**src/rtl/assert_macros.svh**
```systemverilog
// ----------------------------------------------------------------------------
// Assertion macros
// Shared concurrent assertion shorthands. The module that uses them must
// have a clock named clk and an active-low reset named rst_n.
// ----------------------------------------------------------------------------
`ifndef ASSERT_MACROS_SVH
`define ASSERT_MACROS_SVH

// Check a property on every rising edge outside reset
`define LSN_ASSERT(lbl, prop) \
    lbl: assert property (@(posedge clk) disable iff (!rst_n) (prop)) \
        else $error("lsn: assertion failed");

// Check that a condition implies another in the same cycle
`define LSN_ASSERT_IMPL(lbl, ante, cons) \
    lbl: assert property (@(posedge clk) disable iff (!rst_n) (ante) |-> (cons)) \
        else $error("lsn: implication failed");

// Check that a condition implies another in the next cycle
`define LSN_ASSERT_NEXT(lbl, ante, cons) \
    lbl: assert property (@(posedge clk) disable iff (!rst_n) (ante) |=> (cons)) \
        else $error("lsn: next-cycle implication failed");

`endif

```
**src/rtl/lsn_pkg.sv**
```systemverilog
// ----------------------------------------------------------------------------
// lsn_pkg
// Types and constants shared by the link supervision block.
// ----------------------------------------------------------------------------
`default_nettype none

package lsn_pkg;

    // Event codes
    typedef enum logic [2:0] {
        OP_PERIODIC  = 3'd0,
        OP_BOOTUP    = 3'd1,
        OP_HEARTBEAT = 3'd2,
        OP_SDO_RESP  = 3'd3,
        OP_SYNC_DONE = 3'd4
    } op_t;

    // Commands to transmit
    typedef enum logic [2:0] {
        CMD_NONE        = 3'd0,
        CMD_BOOTUP      = 3'd1,
        CMD_PDO_MAP     = 3'd2,
        CMD_SYNC        = 3'd3,
        CMD_SET_OP      = 3'd4,
        CMD_HEARTBEAT   = 3'd5,
        CMD_SET_STOPPED = 3'd6
    } cmd_t;

    // Link state
    typedef enum logic [1:0] {
        MODE_INIT  = 2'd0,
        MODE_PREOP = 2'd1,
        MODE_OP    = 2'd2,
        MODE_STOP  = 2'd3
    } mode_t;

    // Pre-operational sub-step
    typedef enum logic [2:0] {
        STEP_IDLE      = 3'd0,
        STEP_WAIT_ACK  = 3'd1,
        STEP_SEND_SYNC = 3'd2,
        STEP_WAIT_SYNC = 3'd3,
        STEP_WAIT_HB   = 3'd4
    } step_t;

    // Configuration register indexes
    localparam logic [2:0] REG_BOOTUP_PERIOD = 3'd0;
    localparam logic [2:0] REG_INIT_TIMEOUT  = 3'd1;
    localparam logic [2:0] REG_PREOP_HB_TO   = 3'd2;
    localparam logic [2:0] REG_SDO_ACK_TO    = 3'd3;
    localparam logic [2:0] REG_SDO_MAX_TRIES = 3'd4;
    localparam logic [2:0] REG_SYNC_TIMEOUT  = 3'd5;
    localparam logic [2:0] REG_OP_HB_TO      = 3'd6;
    localparam logic [2:0] REG_OWN_HB_PERIOD = 3'd7;

    localparam int CFG_IDX_BITS  = 3;
    localparam int CFG_DATA_BITS = 16;

    // Register reset values
    localparam logic [15:0] RST_BOOTUP_PERIOD = 16'd1000;
    localparam logic [15:0] RST_INIT_TIMEOUT  = 16'd5000;
    localparam logic [15:0] RST_PREOP_HB_TO   = 16'd5000;
    localparam logic [15:0] RST_SDO_ACK_TO    = 16'd1000;
    localparam logic [2:0]  RST_SDO_MAX_TRIES = 3'd3;
    localparam logic [15:0] RST_SYNC_TIMEOUT  = 16'd3000;
    localparam logic [15:0] RST_OP_HB_TO      = 16'd1000;
    localparam logic [15:0] RST_OWN_HB_PERIOD = 16'd200;

    // Fixed waits in the stopped state
    localparam logic [15:0] STOP_RESET_MS = 16'd2000;
    localparam logic [15:0] STOP_RETRY_MS = 16'd3000;

    typedef struct packed {
        logic [15:0] bootup_period_ms;
        logic [15:0] init_timeout_ms;
        logic [15:0] preop_heartbeat_timeout_ms;
        logic [15:0] sdo_ack_timeout_ms;
        logic [2:0]  sdo_max_tries;
        logic [15:0] sync_timeout_ms;
        logic [15:0] op_heartbeat_timeout_ms;
        logic [15:0] own_heartbeat_period_ms;
    } cfg_t;

    // One accepted event
    typedef struct packed {
        logic [2:0]  operation;
        logic [31:0] now_ms;
        logic        data_ready;
        logic        cm_is_operational;
        logic        sdo_reply_to_request;
        logic        sdo_is_pdo_mapping;
        logic        sdo_ok;
    } ev_t;

    // Everything one event produces: up to two commands and the new state
    typedef struct packed {
        cmd_t  cmd0;
        cmd_t  cmd1;
        logic  two;
        mode_t link_state;
        logic  connected;
        logic  clear;
    } step_res_t;

endpackage

`default_nettype wire

```
**src/rtl/lsn_if.sv**
```systemverilog
// ----------------------------------------------------------------------------
// lsn_if
// Valid/ready channels for supervisor events and results.
// ----------------------------------------------------------------------------
`default_nettype none

interface lsn_event_if;
    logic        valid;
    logic        ready;
    logic [2:0]  operation;
    logic [31:0] now_ms;
    logic        data_ready;
    logic        cm_is_operational;
    logic        sdo_reply_to_request;
    logic        sdo_is_pdo_mapping;
    logic        sdo_ok;

    modport source (
        output valid, operation, now_ms, data_ready, cm_is_operational,
               sdo_reply_to_request, sdo_is_pdo_mapping, sdo_ok,
        input  ready
    );
    modport sink (
        input  valid, operation, now_ms, data_ready, cm_is_operational,
               sdo_reply_to_request, sdo_is_pdo_mapping, sdo_ok,
        output ready
    );
endinterface

interface lsn_result_if;
    logic       valid;
    logic       ready;
    logic [2:0] send_command;
    logic [1:0] link_state;
    logic       link_connected;
    logic       clear_rx_data;
    logic       last;

    modport source (
        output valid, send_command, link_state, link_connected, clear_rx_data, last,
        input  ready
    );
    modport sink (
        input  valid, send_command, link_state, link_connected, clear_rx_data, last,
        output ready
    );
endinterface

`default_nettype wire

```
**src/rtl/lsn_step.sv**
```systemverilog
// ----------------------------------------------------------------------------
// lsn_step
// Link state registers and the single-pass update for one event.
// ----------------------------------------------------------------------------
`default_nettype none
`include "assert_macros.svh"

module lsn_step
    import lsn_pkg::*;
#(
    parameter int TIME_BITS = 32
) (
    input  wire logic      clk,
    input  wire logic      rst_n,
    input  wire logic      fire,
    input  wire ev_t       ev,
    input  wire cfg_t      cfg,
    output step_res_t      res
);

    typedef logic [TIME_BITS-1:0] tm_t;

    mode_t mode_reg, mode_next;
    step_t step_reg, step_next;
    logic  partner_op_reg, partner_op_next;
    logic  connected_reg, connected_next;
    logic  synced_reg, synced_next;
    logic  states_synced_reg, states_synced_next;
    logic  reset_sent_reg, reset_sent_next;
    logic [2:0] retry_reg, retry_next;
    tm_t   hb_time_reg, hb_time_next;
    tm_t   sdo_time_reg, sdo_time_next;
    tm_t   init_entry_reg, init_entry_next;
    tm_t   bootup_time_reg, bootup_time_next;
    tm_t   sync_time_reg, sync_time_next;
    tm_t   own_hb_time_reg, own_hb_time_next;
    tm_t   stop_entry_reg, stop_entry_next;

    tm_t   now;
    tm_t   lim_bootup, lim_init, lim_preop_hb, lim_ack, lim_sync, lim_op_hb, lim_own_hb;
    tm_t   lim_stop_reset, lim_stop_retry;

    // Wrapping difference of two time stamps
    function automatic tm_t elapsed(input tm_t a, input tm_t b);
        return a - b;
    endfunction

    // Bring time and limits to the time width
    assign now            = TIME_BITS'(ev.now_ms);
    assign lim_bootup     = TIME_BITS'(cfg.bootup_period_ms);
    assign lim_init       = TIME_BITS'(cfg.init_timeout_ms);
    assign lim_preop_hb   = TIME_BITS'(cfg.preop_heartbeat_timeout_ms);
    assign lim_ack        = TIME_BITS'(cfg.sdo_ack_timeout_ms);
    assign lim_sync       = TIME_BITS'(cfg.sync_timeout_ms);
    assign lim_op_hb      = TIME_BITS'(cfg.op_heartbeat_timeout_ms);
    assign lim_own_hb     = TIME_BITS'(cfg.own_heartbeat_period_ms);
    assign lim_stop_reset = TIME_BITS'(STOP_RESET_MS);
    assign lim_stop_retry = TIME_BITS'(STOP_RETRY_MS);

    // Hold link state
    always_ff @(posedge clk or negedge rst_n)
    begin
        if (!rst_n)
        begin
            mode_reg          <= MODE_INIT;
            step_reg          <= STEP_IDLE;
            partner_op_reg    <= 1'b0;
            connected_reg     <= 1'b0;
            synced_reg        <= 1'b0;
            states_synced_reg <= 1'b0;
            reset_sent_reg    <= 1'b0;
            retry_reg         <= '0;
            hb_time_reg       <= '0;
            sdo_time_reg      <= '0;
            init_entry_reg    <= '0;
            bootup_time_reg   <= '0;
            sync_time_reg     <= '0;
            own_hb_time_reg   <= '0;
            stop_entry_reg    <= '0;
        end
        else if (fire)
        begin
            mode_reg          <= mode_next;
            step_reg          <= step_next;
            partner_op_reg    <= partner_op_next;
            connected_reg     <= connected_next;
            synced_reg        <= synced_next;
            states_synced_reg <= states_synced_next;
            reset_sent_reg    <= reset_sent_next;
            retry_reg         <= retry_next;
            hb_time_reg       <= hb_time_next;
            sdo_time_reg      <= sdo_time_next;
            init_entry_reg    <= init_entry_next;
            bootup_time_reg   <= bootup_time_next;
            sync_time_reg     <= sync_time_next;
            own_hb_time_reg   <= own_hb_time_next;
            stop_entry_reg    <= stop_entry_next;
        end
    end

    // Compute next state and commands for the event
    always_comb
    begin
        logic [1:0] ncmd;
        cmd_t       c0;
        cmd_t       c1;
        cmd_t       want;
        logic       do_emit;
        logic       go_stop;

        mode_next          = mode_reg;
        step_next          = step_reg;
        partner_op_next    = partner_op_reg;
        connected_next     = connected_reg;
        synced_next        = synced_reg;
        states_synced_next = states_synced_reg;
        reset_sent_next    = reset_sent_reg;
        retry_next         = retry_reg;
        hb_time_next       = hb_time_reg;
        sdo_time_next      = sdo_time_reg;
        init_entry_next    = init_entry_reg;
        bootup_time_next   = bootup_time_reg;
        sync_time_next     = sync_time_reg;
        own_hb_time_next   = own_hb_time_reg;
        stop_entry_next    = stop_entry_reg;
        ncmd    = 2'd0;
        c0      = CMD_NONE;
        c1      = CMD_NONE;
        want    = CMD_NONE;
        do_emit = 1'b0;
        go_stop = 1'b0;

        unique case (ev.operation)
            OP_PERIODIC:
            begin
                unique case (mode_reg)
                    MODE_INIT:
                    begin
                        if (init_entry_next == '0)
                            init_entry_next = now;
                        if (elapsed(now, bootup_time_reg) > lim_bootup)
                        begin
                            c0               = CMD_BOOTUP;
                            ncmd             = 2'd1;
                            bootup_time_next = now;
                        end
                        if (elapsed(now, init_entry_next) > lim_init)
                        begin
                            go_stop         = 1'b1;
                            init_entry_next = '0;
                        end
                    end
                    MODE_PREOP:
                    begin
                        if (elapsed(now, hb_time_reg) > lim_preop_hb)
                            go_stop = 1'b1;
                        else
                        begin
                            unique case (step_reg)
                                STEP_WAIT_ACK:
                                begin
                                    if (elapsed(now, sdo_time_reg) > lim_ack)
                                    begin
                                        if (retry_reg < cfg.sdo_max_tries)
                                        begin
                                            step_next  = STEP_IDLE;
                                            retry_next = retry_reg + 3'd1;
                                        end
                                        else
                                            go_stop = 1'b1;
                                    end
                                end
                                STEP_SEND_SYNC, STEP_WAIT_SYNC:
                                begin
                                    if (step_reg == STEP_SEND_SYNC)
                                    begin
                                        c0             = CMD_SYNC;
                                        ncmd           = 2'd1;
                                        sync_time_next = now;
                                        step_next      = STEP_WAIT_SYNC;
                                    end
                                    if (elapsed(now, sync_time_next) > lim_sync)
                                        go_stop = 1'b1;
                                    else if (states_synced_reg)
                                    begin
                                        want          = CMD_SET_OP;
                                        do_emit       = 1'b1;
                                        sdo_time_next = now;
                                        hb_time_next  = now;
                                        step_next     = STEP_WAIT_HB;
                                    end
                                end
                                STEP_WAIT_HB:
                                begin
                                    if (elapsed(now, hb_time_reg) > lim_sync)
                                        go_stop = 1'b1;
                                end
                                default:
                                begin
                                    // idle and meaningless codes request the mapping
                                    c0            = CMD_PDO_MAP;
                                    ncmd          = 2'd1;
                                    sdo_time_next = now;
                                    retry_next    = 3'd1;
                                    step_next     = STEP_WAIT_ACK;
                                end
                            endcase
                        end
                    end
                    MODE_OP:
                    begin
                        if ((elapsed(now, hb_time_reg) > lim_op_hb) || !partner_op_reg)
                            go_stop = 1'b1;
                        else
                        begin
                            if (elapsed(now, own_hb_time_reg) > lim_own_hb)
                            begin
                                c0               = CMD_HEARTBEAT;
                                ncmd             = 2'd1;
                                own_hb_time_next = now;
                            end
                            if (ev.data_ready)
                                synced_next = 1'b1;
                        end
                    end
                    MODE_STOP:
                    begin
                        if (stop_entry_next == '0)
                        begin
                            stop_entry_next = now;
                            reset_sent_next = 1'b0;
                        end
                        if (!reset_sent_next &&
                            (elapsed(now, stop_entry_next) > lim_stop_reset))
                        begin
                            c0              = CMD_SET_STOPPED;
                            ncmd            = 2'd1;
                            reset_sent_next = 1'b1;
                        end
                        if (elapsed(now, stop_entry_next) > lim_stop_retry)
                        begin
                            mode_next       = MODE_INIT;
                            stop_entry_next = '0;
                        end
                    end
                endcase
            end
            OP_BOOTUP:
            begin
                if (mode_reg == MODE_INIT)
                begin
                    hb_time_next    = now;
                    mode_next       = MODE_PREOP;
                    step_next       = STEP_IDLE;
                    init_entry_next = '0;
                end
            end
            OP_HEARTBEAT:
            begin
                hb_time_next    = now;
                partner_op_next = ev.cm_is_operational;
                if (mode_reg == MODE_PREOP && step_reg == STEP_WAIT_HB)
                begin
                    connected_next = 1'b1;
                    mode_next      = MODE_OP;
                end
                else if (mode_reg == MODE_INIT)
                    go_stop = 1'b1;
            end
            OP_SDO_RESP:
            begin
                if (ev.sdo_reply_to_request && mode_reg == MODE_PREOP &&
                    step_reg == STEP_WAIT_ACK && ev.sdo_is_pdo_mapping)
                begin
                    if (ev.sdo_ok)
                    begin
                        sdo_time_next      = now;
                        hb_time_next       = now;
                        step_next          = STEP_SEND_SYNC;
                        states_synced_next = 1'b0;
                    end
                    else
                        go_stop = 1'b1;
                end
            end
            OP_SYNC_DONE:
            begin
                states_synced_next = 1'b1;
            end
            default:
            begin
                // unknown event codes change nothing
            end
        endcase

        // Append the set-operational command after any earlier one
        if (do_emit)
        begin
            if (ncmd == 2'd0)
            begin
                c0   = want;
                ncmd = 2'd1;
            end
            else
            begin
                c1   = want;
                ncmd = 2'd2;
            end
        end

        // Drop the link
        if (go_stop)
        begin
            connected_next     = 1'b0;
            synced_next        = 1'b0;
            states_synced_next = 1'b0;
            mode_next          = MODE_STOP;
        end

        res.cmd0       = c0;
        res.cmd1       = c1;
        res.two        = (ncmd == 2'd2);
        res.link_state = mode_next;
        res.connected  = connected_next & synced_next;
        res.clear      = go_stop;
    end

    `LSN_ASSERT_IMPL(a_clear_means_stop, fire && res.clear, res.link_state == MODE_STOP)
    `LSN_ASSERT_IMPL(a_two_is_sync_setop, fire && res.two,
                     res.cmd0 == CMD_SYNC && res.cmd1 == CMD_SET_OP)
    `LSN_ASSERT_IMPL(a_op_is_connected, mode_reg == MODE_OP, connected_reg)

endmodule

`default_nettype wire

```
**src/rtl/lsn_out.sv**
```systemverilog
// ----------------------------------------------------------------------------
// lsn_out
// Two-event result queue; splits an event with two commands into two
// result transfers.
// ----------------------------------------------------------------------------
`default_nettype none
`include "assert_macros.svh"

module lsn_out
    import lsn_pkg::*;
(
    input  wire logic      clk,
    input  wire logic      rst_n,
    input  wire logic      push,
    input  wire step_res_t din,
    output logic           space,
    lsn_result_if.source   res
);

    step_res_t  q_reg [2];
    logic       wr_ptr_reg, wr_ptr_next;
    logic       rd_ptr_reg, rd_ptr_next;
    logic [1:0] cnt_reg, cnt_next;
    logic       sub_reg, sub_next;
    step_res_t  head;
    logic       is_last;
    logic       xfer;
    logic       pop;

    assign head    = q_reg[rd_ptr_reg];
    assign is_last = !head.two || sub_reg;
    assign xfer    = res.valid && res.ready;
    assign pop     = xfer && is_last;
    assign space   = (cnt_reg != 2'd2);

    // Present the head entry
    assign res.valid          = (cnt_reg != 2'd0);
    assign res.send_command   = sub_reg ? head.cmd1 : head.cmd0;
    assign res.link_state     = head.link_state;
    assign res.link_connected = head.connected;
    assign res.clear_rx_data  = head.clear && is_last;
    assign res.last           = is_last;

    // Store pushed entries
    always_ff @(posedge clk)
    begin
        if (push)
            q_reg[wr_ptr_reg] <= din;
    end

    // Advance pointers, count and sub-result index
    always_comb
    begin
        wr_ptr_next = wr_ptr_reg ^ push;
        rd_ptr_next = rd_ptr_reg ^ pop;
        cnt_next    = cnt_reg + {1'b0, push} - {1'b0, pop};
        sub_next    = sub_reg;
        if (xfer)
            sub_next = !is_last;
    end

    always_ff @(posedge clk or negedge rst_n)
    begin
        if (!rst_n)
        begin
            wr_ptr_reg <= 1'b0;
            rd_ptr_reg <= 1'b0;
            cnt_reg    <= 2'd0;
            sub_reg    <= 1'b0;
        end
        else
        begin
            wr_ptr_reg <= wr_ptr_next;
            rd_ptr_reg <= rd_ptr_next;
            cnt_reg    <= cnt_next;
            sub_reg    <= sub_next;
        end
    end

    `LSN_ASSERT(a_cnt_range, cnt_reg != 2'd3)
    `LSN_ASSERT_IMPL(a_sub_needs_two, sub_reg && cnt_reg != 2'd0, head.two)
    `LSN_ASSERT_NEXT(a_first_then_second, xfer && !is_last, sub_reg && res.valid)

endmodule

`default_nettype wire

```
**src/rtl/link_supervision_nmt_fsm.sv**
```systemverilog
// ----------------------------------------------------------------------------
// link_supervision_nmt_fsm
// Node link supervisor: boot-up, heartbeat and mapping handshake, with
// wrapping millisecond timeouts and a stop/retry cycle.
//
//   Channel  Dir  Carries
//   ev       in   operation, now_ms, event qualifiers
//   res      out  send_command, link_state, link_connected, clear_rx_data, last
//   cfg_*    in   register write (index 0..7, 16-bit data)
//
// An event is processed while it sits in the input register and its results
// are written to the result queue when it fires, so the first result is
// offered from the queue register, after the input register and any stall.
// One event per cycle is taken while the queue has space; an event with two
// commands needs two result transfers, so the result side sets the rate then.
// A two-event result queue decouples the sides; the input stalls only when
// the queue is full. Reset clears all link state and loads register defaults.
// ----------------------------------------------------------------------------
`default_nettype none

module link_supervision_nmt_fsm
    import lsn_pkg::*;
#(
    parameter int TIME_BITS = 32
) (
    input  wire logic                     clk,
    input  wire logic                     rst_n,
    lsn_event_if.sink                     ev,
    lsn_result_if.source                  res,
    input  wire logic                     cfg_we,
    input  wire logic [CFG_IDX_BITS-1:0]  cfg_index,
    input  wire logic [CFG_DATA_BITS-1:0] cfg_wdata
);

    cfg_t cfg_reg;
    logic ev_valid_reg, ev_valid_next;
    ev_t  ev_reg;
    logic space;
    logic fire;
    logic take;
    step_res_t step_res;

    assign fire     = ev_valid_reg && space;
    assign ev.ready = !ev_valid_reg || fire;
    assign take     = ev.valid && ev.ready;

    // Write configuration registers
    always_ff @(posedge clk or negedge rst_n)
    begin
        if (!rst_n)
        begin
            cfg_reg.bootup_period_ms           <= RST_BOOTUP_PERIOD;
            cfg_reg.init_timeout_ms            <= RST_INIT_TIMEOUT;
            cfg_reg.preop_heartbeat_timeout_ms <= RST_PREOP_HB_TO;
            cfg_reg.sdo_ack_timeout_ms         <= RST_SDO_ACK_TO;
            cfg_reg.sdo_max_tries              <= RST_SDO_MAX_TRIES;
            cfg_reg.sync_timeout_ms            <= RST_SYNC_TIMEOUT;
            cfg_reg.op_heartbeat_timeout_ms    <= RST_OP_HB_TO;
            cfg_reg.own_heartbeat_period_ms    <= RST_OWN_HB_PERIOD;
        end
        else if (cfg_we)
        begin
            unique case (cfg_index)
                REG_BOOTUP_PERIOD: cfg_reg.bootup_period_ms           <= cfg_wdata;
                REG_INIT_TIMEOUT:  cfg_reg.init_timeout_ms            <= cfg_wdata;
                REG_PREOP_HB_TO:   cfg_reg.preop_heartbeat_timeout_ms <= cfg_wdata;
                REG_SDO_ACK_TO:    cfg_reg.sdo_ack_timeout_ms         <= cfg_wdata;
                REG_SDO_MAX_TRIES: cfg_reg.sdo_max_tries              <= cfg_wdata[2:0];
                REG_SYNC_TIMEOUT:  cfg_reg.sync_timeout_ms            <= cfg_wdata;
                REG_OP_HB_TO:      cfg_reg.op_heartbeat_timeout_ms    <= cfg_wdata;
                REG_OWN_HB_PERIOD: cfg_reg.own_heartbeat_period_ms    <= cfg_wdata;
            endcase
        end
    end

    // Hold the accepted event until it is processed
    always_comb
    begin
        ev_valid_next = ev_valid_reg;
        if (take)
            ev_valid_next = 1'b1;
        else if (fire)
            ev_valid_next = 1'b0;
    end

    always_ff @(posedge clk or negedge rst_n)
    begin
        if (!rst_n)
            ev_valid_reg <= 1'b0;
        else
            ev_valid_reg <= ev_valid_next;
    end

    always_ff @(posedge clk)
    begin
        if (take)
        begin
            ev_reg.operation            <= ev.operation;
            ev_reg.now_ms               <= ev.now_ms;
            ev_reg.data_ready           <= ev.data_ready;
            ev_reg.cm_is_operational    <= ev.cm_is_operational;
            ev_reg.sdo_reply_to_request <= ev.sdo_reply_to_request;
            ev_reg.sdo_is_pdo_mapping   <= ev.sdo_is_pdo_mapping;
            ev_reg.sdo_ok               <= ev.sdo_ok;
        end
    end

    lsn_step #(
        .TIME_BITS (TIME_BITS)
    ) u_step (
        .clk   (clk),
        .rst_n (rst_n),
        .fire  (fire),
        .ev    (ev_reg),
        .cfg   (cfg_reg),
        .res   (step_res)
    );

    lsn_out u_out (
        .clk   (clk),
        .rst_n (rst_n),
        .push  (fire),
        .din   (step_res),
        .space (space),
        .res   (res)
    );

endmodule

`default_nettype wire
```
**src/flat_wrapper.sv**
```systemverilog
// flat-port wrapper written by rule: the top's interface ports become plain ports
module link_supervision_nmt_fsm_flat import lsn_pkg::*;
#(
    parameter int TIME_BITS = 32
)
  (clk, rst_n, cfg_we, cfg_index, cfg_wdata, ev_valid, ev_operation, ev_now_ms, ev_data_ready, ev_cm_is_operational, ev_sdo_reply_to_request, ev_sdo_is_pdo_mapping, ev_sdo_ok, ev_ready, res_valid, res_send_command, res_link_state, res_link_connected, res_clear_rx_data, res_last, res_ready);
  lsn_event_if ev_i ();
  lsn_result_if res_i ();
  input  wire logic clk;
  input  wire logic rst_n;
  input  wire logic cfg_we;
  input  wire logic [CFG_IDX_BITS-1:0] cfg_index;
  input  wire logic [CFG_DATA_BITS-1:0] cfg_wdata;
  input wire logic [$bits(ev_i.valid)-1:0] ev_valid;
  input wire logic [$bits(ev_i.operation)-1:0] ev_operation;
  input wire logic [$bits(ev_i.now_ms)-1:0] ev_now_ms;
  input wire logic [$bits(ev_i.data_ready)-1:0] ev_data_ready;
  input wire logic [$bits(ev_i.cm_is_operational)-1:0] ev_cm_is_operational;
  input wire logic [$bits(ev_i.sdo_reply_to_request)-1:0] ev_sdo_reply_to_request;
  input wire logic [$bits(ev_i.sdo_is_pdo_mapping)-1:0] ev_sdo_is_pdo_mapping;
  input wire logic [$bits(ev_i.sdo_ok)-1:0] ev_sdo_ok;
  output wire logic [$bits(ev_i.ready)-1:0] ev_ready;
  output wire logic [$bits(res_i.valid)-1:0] res_valid;
  output wire logic [$bits(res_i.send_command)-1:0] res_send_command;
  output wire logic [$bits(res_i.link_state)-1:0] res_link_state;
  output wire logic [$bits(res_i.link_connected)-1:0] res_link_connected;
  output wire logic [$bits(res_i.clear_rx_data)-1:0] res_clear_rx_data;
  output wire logic [$bits(res_i.last)-1:0] res_last;
  input wire logic [$bits(res_i.ready)-1:0] res_ready;
  assign ev_i.valid = ev_valid;
  assign ev_i.operation = ev_operation;
  assign ev_i.now_ms = ev_now_ms;
  assign ev_i.data_ready = ev_data_ready;
  assign ev_i.cm_is_operational = ev_cm_is_operational;
  assign ev_i.sdo_reply_to_request = ev_sdo_reply_to_request;
  assign ev_i.sdo_is_pdo_mapping = ev_sdo_is_pdo_mapping;
  assign ev_i.sdo_ok = ev_sdo_ok;
  assign ev_ready = ev_i.ready;
  assign res_valid = res_i.valid;
  assign res_send_command = res_i.send_command;
  assign res_link_state = res_i.link_state;
  assign res_link_connected = res_i.link_connected;
  assign res_clear_rx_data = res_i.clear_rx_data;
  assign res_last = res_i.last;
  assign res_i.ready = res_ready;
  link_supervision_nmt_fsm #(.TIME_BITS(TIME_BITS)) u_core (.clk(clk), .rst_n(rst_n), .ev(ev_i), .res(res_i), .cfg_we(cfg_we), .cfg_index(cfg_index), .cfg_wdata(cfg_wdata));
endmodule
```
**config.mk**
```make
export PLATFORM = sky130hd
export DESIGN_NAME = link_supervision_nmt_fsm_flat
export DESIGN_NICKNAME = d
export VERILOG_FILES = /design/src/rtl/lsn_pkg.sv /design/src/rtl/lsn_if.sv /design/src/rtl/lsn_step.sv /design/src/rtl/lsn_out.sv /design/src/rtl/link_supervision_nmt_fsm.sv /design/src/flat_wrapper.sv
export VERILOG_INCLUDE_DIRS = /design/src /design/src/rtl
export SDC_FILE = /design/constraint.sdc
export NUM_CORES = 1
export LEC_CHECK = 0
export BUFFER_PORTS_ARGS = -buffer_cell sky130_fd_sc_hd__buf_2
export CAP_MARGIN = 30
export CORE_MARGIN = 1
export CORE_UTILIZATION = 40
export DETAILED_ROUTE_END_ITERATION = 10
export SLEW_MARGIN = 10
export SYNTH_ARGS = -nofsm -noshare
export SYNTH_HDL_FRONTEND = slang
export SYNTH_SLANG_ARGS = --single-unit
```
**constraint.sdc**
```tcl
create_clock -name clk -period 6.53 [get_ports clk]
set_clock_uncertainty 0.05 [all_clocks]
set_input_delay 0 -clock clk [delete_from_list [all_inputs] [get_ports clk]]
set_output_delay 0 -clock clk [all_outputs]
set_load 0.1 [all_outputs]
```
==> results of run 1 <==
## per-layer routing
layer	routed length (µm)	vias up	track usage
met2	52310	779	0.4222
li1	-	14689	-
met1	47900	14691	0.3234
met3	5018	167	0.02685
met5	15	-	0
met4	3735	2	0.08359
## synthesized netlist by cell type (39+ instances only)
cell      count  area, µm²
nand2_1     376       1411
ha_1        349       4367
a21oi_1     328       1642
dfrtp_1     318       7958
inv_1       312       1171
o21ai_0     268       1341
nor2_1      199      747.0
mux2_2      150       1689
clkbuf_1    110      412.9
nand3_1      90      450.4
a21o_1       81      608.1
xnor2_1      81      709.4
nor3_1       70      350.3
nand4_1      65      406.6
mux2i_1      61      610.6
o21a_1       58      435.4
xor2_1       58      508.0
edfxtp_1     56       1682
mux2_4       56      840.8
nand2b_1     55      344.1
nor2b_1      48      300.3
o31ai_1      47      352.8
a211oi_1     40      300.3
dfstp_2      40       1051
nor4_1       39      244.0
## area by class of cell
type / instances / area share
sequential: 414 / 0.2698
clock buffer: 77 / 0.03613
multi-input combinational: 3006 / 0.5533
inverter: 312 / 0.02956
timing repair buffer: 341 / 0.07213
antenna: 1 / 0.00006316
tap: 1134 / 0.03581
clock inverter: 13 / 0.003158
## cells by family after synthesis
logic type                 Yosys count
and+or+nand+nor                   1097
DFF                                414
muxes                              271
xor gates and xnor gates           139
buffers and inverters              454
AOI/OAI and AO/OA                 1141
adders and majority gates          358
## worst max-delay path: cells and delay by family (launching register included)
kind / cells / cell delay [ns]
multiplexers: 2 / 0.50
buffers and inverters: 3 / 0.57
adder cells (fa/ha/maj): 2 / 0.58
flip-flops: 1 / 0.38
XOR/XNOR: 1 / 0.09
AO/OA/AOI/OAI: 10 / 1.81
AND/OR/NAND/NOR: 11 / 2.29
## power breakdown
part | internal, mW | switching, mW | leakage (nW)
Combinational | 4.01 | 5.80 | 11.5
Clock | 1.58 | 1.14 | 0.749
Sequential | 3.13 | 0.372 | 5.13
## worst max-delay path by stage
stage | to | cells past startpoint | slack, ns
floorplan | u_core.u_step.hb_time_reg[0] | 32 | 0.01
global placement | u_core.u_out.q_reg[0][7] | 28 | -0.12
detailed placement | u_core.u_out.q_reg[0][7] | 28 | -0.19
CTS | u_core.u_step.hb_time_reg[31] | 30 | 0.004
global route | u_core.u_step.hb_time_reg[22] | 29 | -0.18
finish | u_core.u_step.hb_time_reg[31] | 29 | 0.15
## cell usage in the layout, fill, tap and decap left out, types with 38 or more instances in the layout
master	count
dfstp_2	40
nor2b_1	48
edfxtp_1	56
nand3_1	89
clkbuf_16	52
a21oi_1	322
ha_1	347
buf_2	73
o21ai_0	265
mux2i_1	58
buf_4	166
nor2_1	194
a21o_1	81
mux2_2	150
mux2_4	56
xnor2_1	81
nand2_1	376
inv_1	312
a211oi_1	38
o31ai_1	46
xor2_1	58
dfrtp_1	318
nor3_1	66
dlygate4sd3_1	77
nand4_1	65
o21a_1	58
nand2b_1	54
## timing repair
item                                   4_1_cts  5_1_grt
cloned                                       2        4
resized for setup                           11       36
pin swaps                                    7       25
endpoints found under the hold margin      276        0
buffers inserted                             6        8
setup endpoints to repair                   66      130
hold buffers                                78        0
==> results.ini, run 1 <==
[global_routing]
grt.total_usage=0.2472
antenna_found_initial=5
grt_max_degree=149
grt_pass1_wl_mm=166.9
grt_pass1_vias=28979
overflow=0

[placement]
pre_cts_slack_ns=-0.1937
placed_cells=5108
routabilityCongestion=0.9561
place_area_um2=36770
port_buffers=73
detailed_place_hpwl_mm=82.83

[detailed_routing]
first_iter_violations=2134
drcViolationCount=0
vias=30328
first_pass_iters=5
vias_per_cell=5.724
wl_per_cell_um=20.57
routed_wl_mm=109.0
ant_nets=0

[critical_path]
cp.required_ns=6.95
cp-start-kind=flip-flop
crit_type=flip-flop to flip-flop
r2r_slack_ns=0.15
end_kind=flip-flop
crit_start=u_core.u_step.step_reg[2]
worstPathArrival_ns=6.80
reg2reg_depth=29
slowest_stage=or3b_4
r2r_end=u_core.u_step.hb_time_reg[31]
regToRegStartpoint=u_core.u_step.step_reg[2]
cp_slowest_stage_delay_ns=0.46
crit_path_max_fanout=8

[sta]
final_hold_viol_count=0
max_slew.worst_pin.slew_ns=0.9869
post-route-period-util=0.9768
hold_ws_ns=0.05095
rsz0062_at_grt=yes
relSlewSlack=0.3421
finalMaxSlewViolations=0
fmax_mhz=156.8
setup_viol=0
fin_crit_ns=6.379
finalSetupTns_ns=0
fin_ws_ns=0.1515

[logic_synthesis]
yosysUniqueCellTypes=109
synthXorXnorAreaFrac=0.03561
synth.cell_area_um2=34190
synth_top_family_by_area=compound AO/OA/AOI/OAI gates
synth_fa_ha_area_frac=0.1324
synth_mux_area_frac=0.09351
synth_area_per_cell_um2=8.824
syn-num-nets=4294
synth_compound_area_frac=0.2149
synth-simple-area-share=0.1576
synth-seq-cells=414
synth_edf_count=56
synth_top_flop_cell=dfrtp_1
ys.warnings.count=0
ys_async_sr_fraction=0.8647
synthCells=3874
yosysSeqAreaShare=0.3127

[final_layout]
layout-drive-gt1-share=0.1609
multi_input_area_um2=21920
nets=4544
stdcell_area_um2=39620
stdcell_count=5298
final_util=0.4712
syn_to_final_growth_pct=15.89
fill_cells=8184
regArea_um2=10690
largest_reg_flops=115

[cts]
clkSinkCount=414
clock_path_buffers=3
cts_tree=yes
cts_root_buffer=clkbuf_16
clk_latency_ns=0.61
path_clk_slew_ns=0.06
cts_buffers=49
cts_max_level=2

[floorplanning]
initial_core_util=0.4066
die_area_um2=86640
rows=106
die_x_um=294.3
io_pins=74
core_area_um2=84090
fp.dieH_um=294.3

[min_path]
holdPathStages=2
hp-start=ev_now_ms[13]
min_path_type=input port to flip-flop
hold_end=u_core.ev_reg[18]

[pwr]
powerDensity_nw_per_um2=404.5
ir_drop_mv=0.2452
power_leakage_nw=17.38
total_power_mw=16.02

[flow_run]
maxCapViolCount=0

[outcome]
status=finished, final reports clean

(Power assumes the default switching activity.)
==> inputs of run 2 (changes only) <==
--- a/config.mk
+++ b/config.mk
@@ -9,8 +9,9 @@
 export BUFFER_PORTS_ARGS = -buffer_cell sky130_fd_sc_hd__buf_2
 export CAP_MARGIN = 30
 export CORE_MARGIN = 1
-export CORE_UTILIZATION = 40
+export CORE_UTILIZATION = 55
 export DETAILED_ROUTE_END_ITERATION = 10
+export PLACE_DENSITY = 0.74
 export SLEW_MARGIN = 10
 export SYNTH_ARGS = -nofsm -noshare
 export SYNTH_HDL_FRONTEND = slang
==> run 2 against run 1 <==
Routed wire length is 4.1% lower; via count grew 1.1%; final area fell by 0.96%; die area shrank 27%; cell count down 6.3%; sequential power about the same; largest cell class unchanged; global-route usage increased by 7.8 points; non-clock buffer count is 36 lower; clock power grew 13%.
==> results.ini, run 2 (synthesis results as in run 1) <==
[final_layout]
largest_reg_flops=115  ; unchanged
syn_to_final_growth_pct=14.78  ; was 15.89%
layout-drive-gt1-share=0.1613  ; was 0.1609
layout_commonest_cell=nand2_1  ; unchanged
antenna_cells=0  ; was 1
stdcell_count=4965  ; was 5298
nets=4508  ; was 4544
mostFrequentLayoutCells=nand2_1 (375), ha_1 (345), a21oi_1 (321)  ; was nand2_1 (376), ha_1 (347), a21oi_1 (322)
stdcell_area_um2=39240  ; was 39620 µm²

[global_routing]
grt_pass1_wl_mm=161.7  ; was 166.9 mm
overflow=0  ; unchanged
grt.total_usage=0.3251  ; was 0.2472
grt_pass1_vias=29580  ; was 28979
antenna_found_initial=1  ; was 5
grt_max_degree=154  ; was 149

[pwr]
power_leakage_nw=17.34  ; was 17.38 nW
ir_drop_mv=0.2230  ; was 0.2452 mV
powerDensity_nw_per_um2=415.7  ; was 404.5 nW/µm²

[placement]
routabilityCongestion=0.9887  ; was 0.9561
port_buffers=73  ; unchanged
place_area_um2=36100  ; was 36770 µm²
detailed_place_hpwl_mm=77.78  ; was 82.83 mm
placed_cells=4776  ; was 5108

[sta]
relSlewSlack=0.3848  ; was 0.3421
rsz0062_at_grt=yes  ; unchanged
finalMaxSlewViolations=0  ; unchanged
final_hold_viol_count=0  ; unchanged
max_slew.worst_pin.slew_ns=0.9228  ; was 0.9869 ns
post-route-period-util=0.9811  ; was 0.9768
setup_viol=0  ; unchanged
fmax_mhz=156.1  ; was 156.8 MHz
fin_crit_ns=6.407  ; was 6.379 ns

[detailed_routing]
dr_wl_met3_mm=6.101  ; was 5.018 mm
first_pass_iters=7  ; was 5
first_iter_violations=2330  ; was 2134
wl_met2_mm=49.60  ; was 52.31 mm
wl_per_cell_um=21.05  ; was 20.57 µm
drcViolationCount=0  ; unchanged
ant_nets=0  ; unchanged
vias=30676  ; was 30328
routed_wl_mm=104.5  ; was 109.0 mm
wl_met1_mm=43.85  ; was 47.90 mm
highest_layer=met4  ; was met5
vias_per_cell=6.178  ; was 5.724

[cts]
cts_max_level=2  ; unchanged
cts_root_buffer=clkbuf_16  ; unchanged
cts_buffers=49  ; unchanged
cts_tree=yes  ; unchanged
clk_latency_ns=0.61  ; about the same
clock_path_buffers=3  ; unchanged
clkSinkCount=414  ; unchanged
path_clk_slew_ns=0.06  ; about the same

[critical_path]
slowest_stage=or4_4  ; was or3b_4
critical_path.top_delay_family=simple AND/OR/NAND/NOR gates  ; unchanged
crit_type=flip-flop to flip-flop  ; unchanged
crit_path_max_fanout=6  ; was 8
cp-start-kind=flip-flop  ; unchanged
end_kind=flip-flop  ; unchanged
reg2reg_depth=28  ; was 29
r2r_end=u_core.u_step.hb_time_reg[20]  ; was u_core.u_step.hb_time_reg[31]
worstPathArrival_ns=6.83  ; was 6.80 ns
cp.buffers_inverters=4  ; was 3
crit_top_cell=nand4_1
cp.required_ns=6.95  ; about the same
regToRegStartpoint=u_core.u_step.step_reg[0]  ; was u_core.u_step.step_reg[2]
cp_slowest_stage_delay_ns=0.52  ; was 0.46 ns
r2r_slack_ns=0.12  ; was 0.15 ns

[outcome]
status=finished, final reports clean  ; unchanged

[floorplanning]
rows=91  ; was 106
core_area_um2=61600  ; was 84090 µm²
fp.dieH_um=251.3  ; was 294.3 µm
io_pins=74  ; unchanged
die_area_um2=63160  ; was 86640 µm²
initial_core_util=0.5550  ; was 0.4066
die_x_um=251.3  ; was 294.3 µm

[min_path]
min_path_type=input port to flip-flop  ; unchanged
holdPathStages=2  ; unchanged
hold_end=u_core.ev_reg[24]  ; was u_core.ev_reg[18]
hp-start=ev_now_ms[19]  ; was ev_now_ms[13]

[flow_run]
maxCapViolCount=0  ; unchanged

## run 2: cell count changes in the layout (fill, tap and decap cells not counted), sizes merged
cell / change
buf: -32
clkbuf: -12
bufinv: +6
clkinv: +5
dlygate4sd3: -2
bufbuf: -1
clkinvlp: +1
diode: -1
## run 2: where the power goes
group          internal (mW)  switching, mW
Sequential              3.13          0.372
Clock                   1.85           1.20
Combinational           3.97           5.79
Total                   8.95           7.36
## run 2: metrics by stage
stage	setup slack (ns)	power [mW]	TNS, ns	hold WS [ns]	utilization
2_1_floorplan	0.01226	10.29	0	-0.3456	-
3_3_place_gp	-0.08523	12.70	-2.211	-0.02714	0.5857
3_5_place_dp	-0.1651	12.85	-4.883	-0.03066	0.5860
4_1_cts	0.002081	16.03	0	0.02151	0.6289
5_1_grt	-0.1106	17.47	-3.543	0.04846	0.6370
6_report	0.1231	16.31	0	0.04304	0.6370
## run 2: repair_timing
item	in CTS	in global routing
setup endpoints to repair	45	140
endpoints found under the hold margin	235	7
setup buffers	2	13
hold buffers	74	2
gates cloned	1	2
pin swaps	2	31
resized for setup	8	66
## run 2: area by class of cell
| cell class | count | area (µm²) |
|---|---|---|
| fill | 5213 | 22360 |
| inverter | 312 | 1175 |
| clock buffer | 66 | 1421 |
| clock inverter | 25 | 374.1 |
| sequential | 414 | 10690 |
| multi-input combinational | 3006 | 21980 |
| tap | 837 | 1047 |
| timing repair buffer | 305 | 2555 |
## run 2: how the worst max path moves through the flow
| stage | start | end | cells after the start |
|---|---|---|---|
| finish | u_core.u_step.step_reg[0] | u_core.u_step.hb_time_reg[20] | 28 |
| global placement | u_core.u_step.step_reg[2] | u_core.u_step.hb_time_reg[3] | 29 |
| detailed placement | u_core.u_step.step_reg[2] | u_core.u_step.hb_time_reg[2] | 29 |
| floorplan | u_core.u_step.step_reg[2] | u_core.u_step.hb_time_reg[0] | 32 |
| CTS | u_core.u_step.init_entry_reg[16] | u_core.u_out.q_reg[1][3] | 25 |
| global route | u_core.u_step.init_entry_reg[31] | u_core.u_step.mode_reg[1] | 28 |
## run 2: routing by layer
layer	up-vias	global-route usage
met5	-	0
met2	937	0.5510
li1	14642	-
met4	0	0.1427
met1	14879	0.4128
met3	218	0.04535
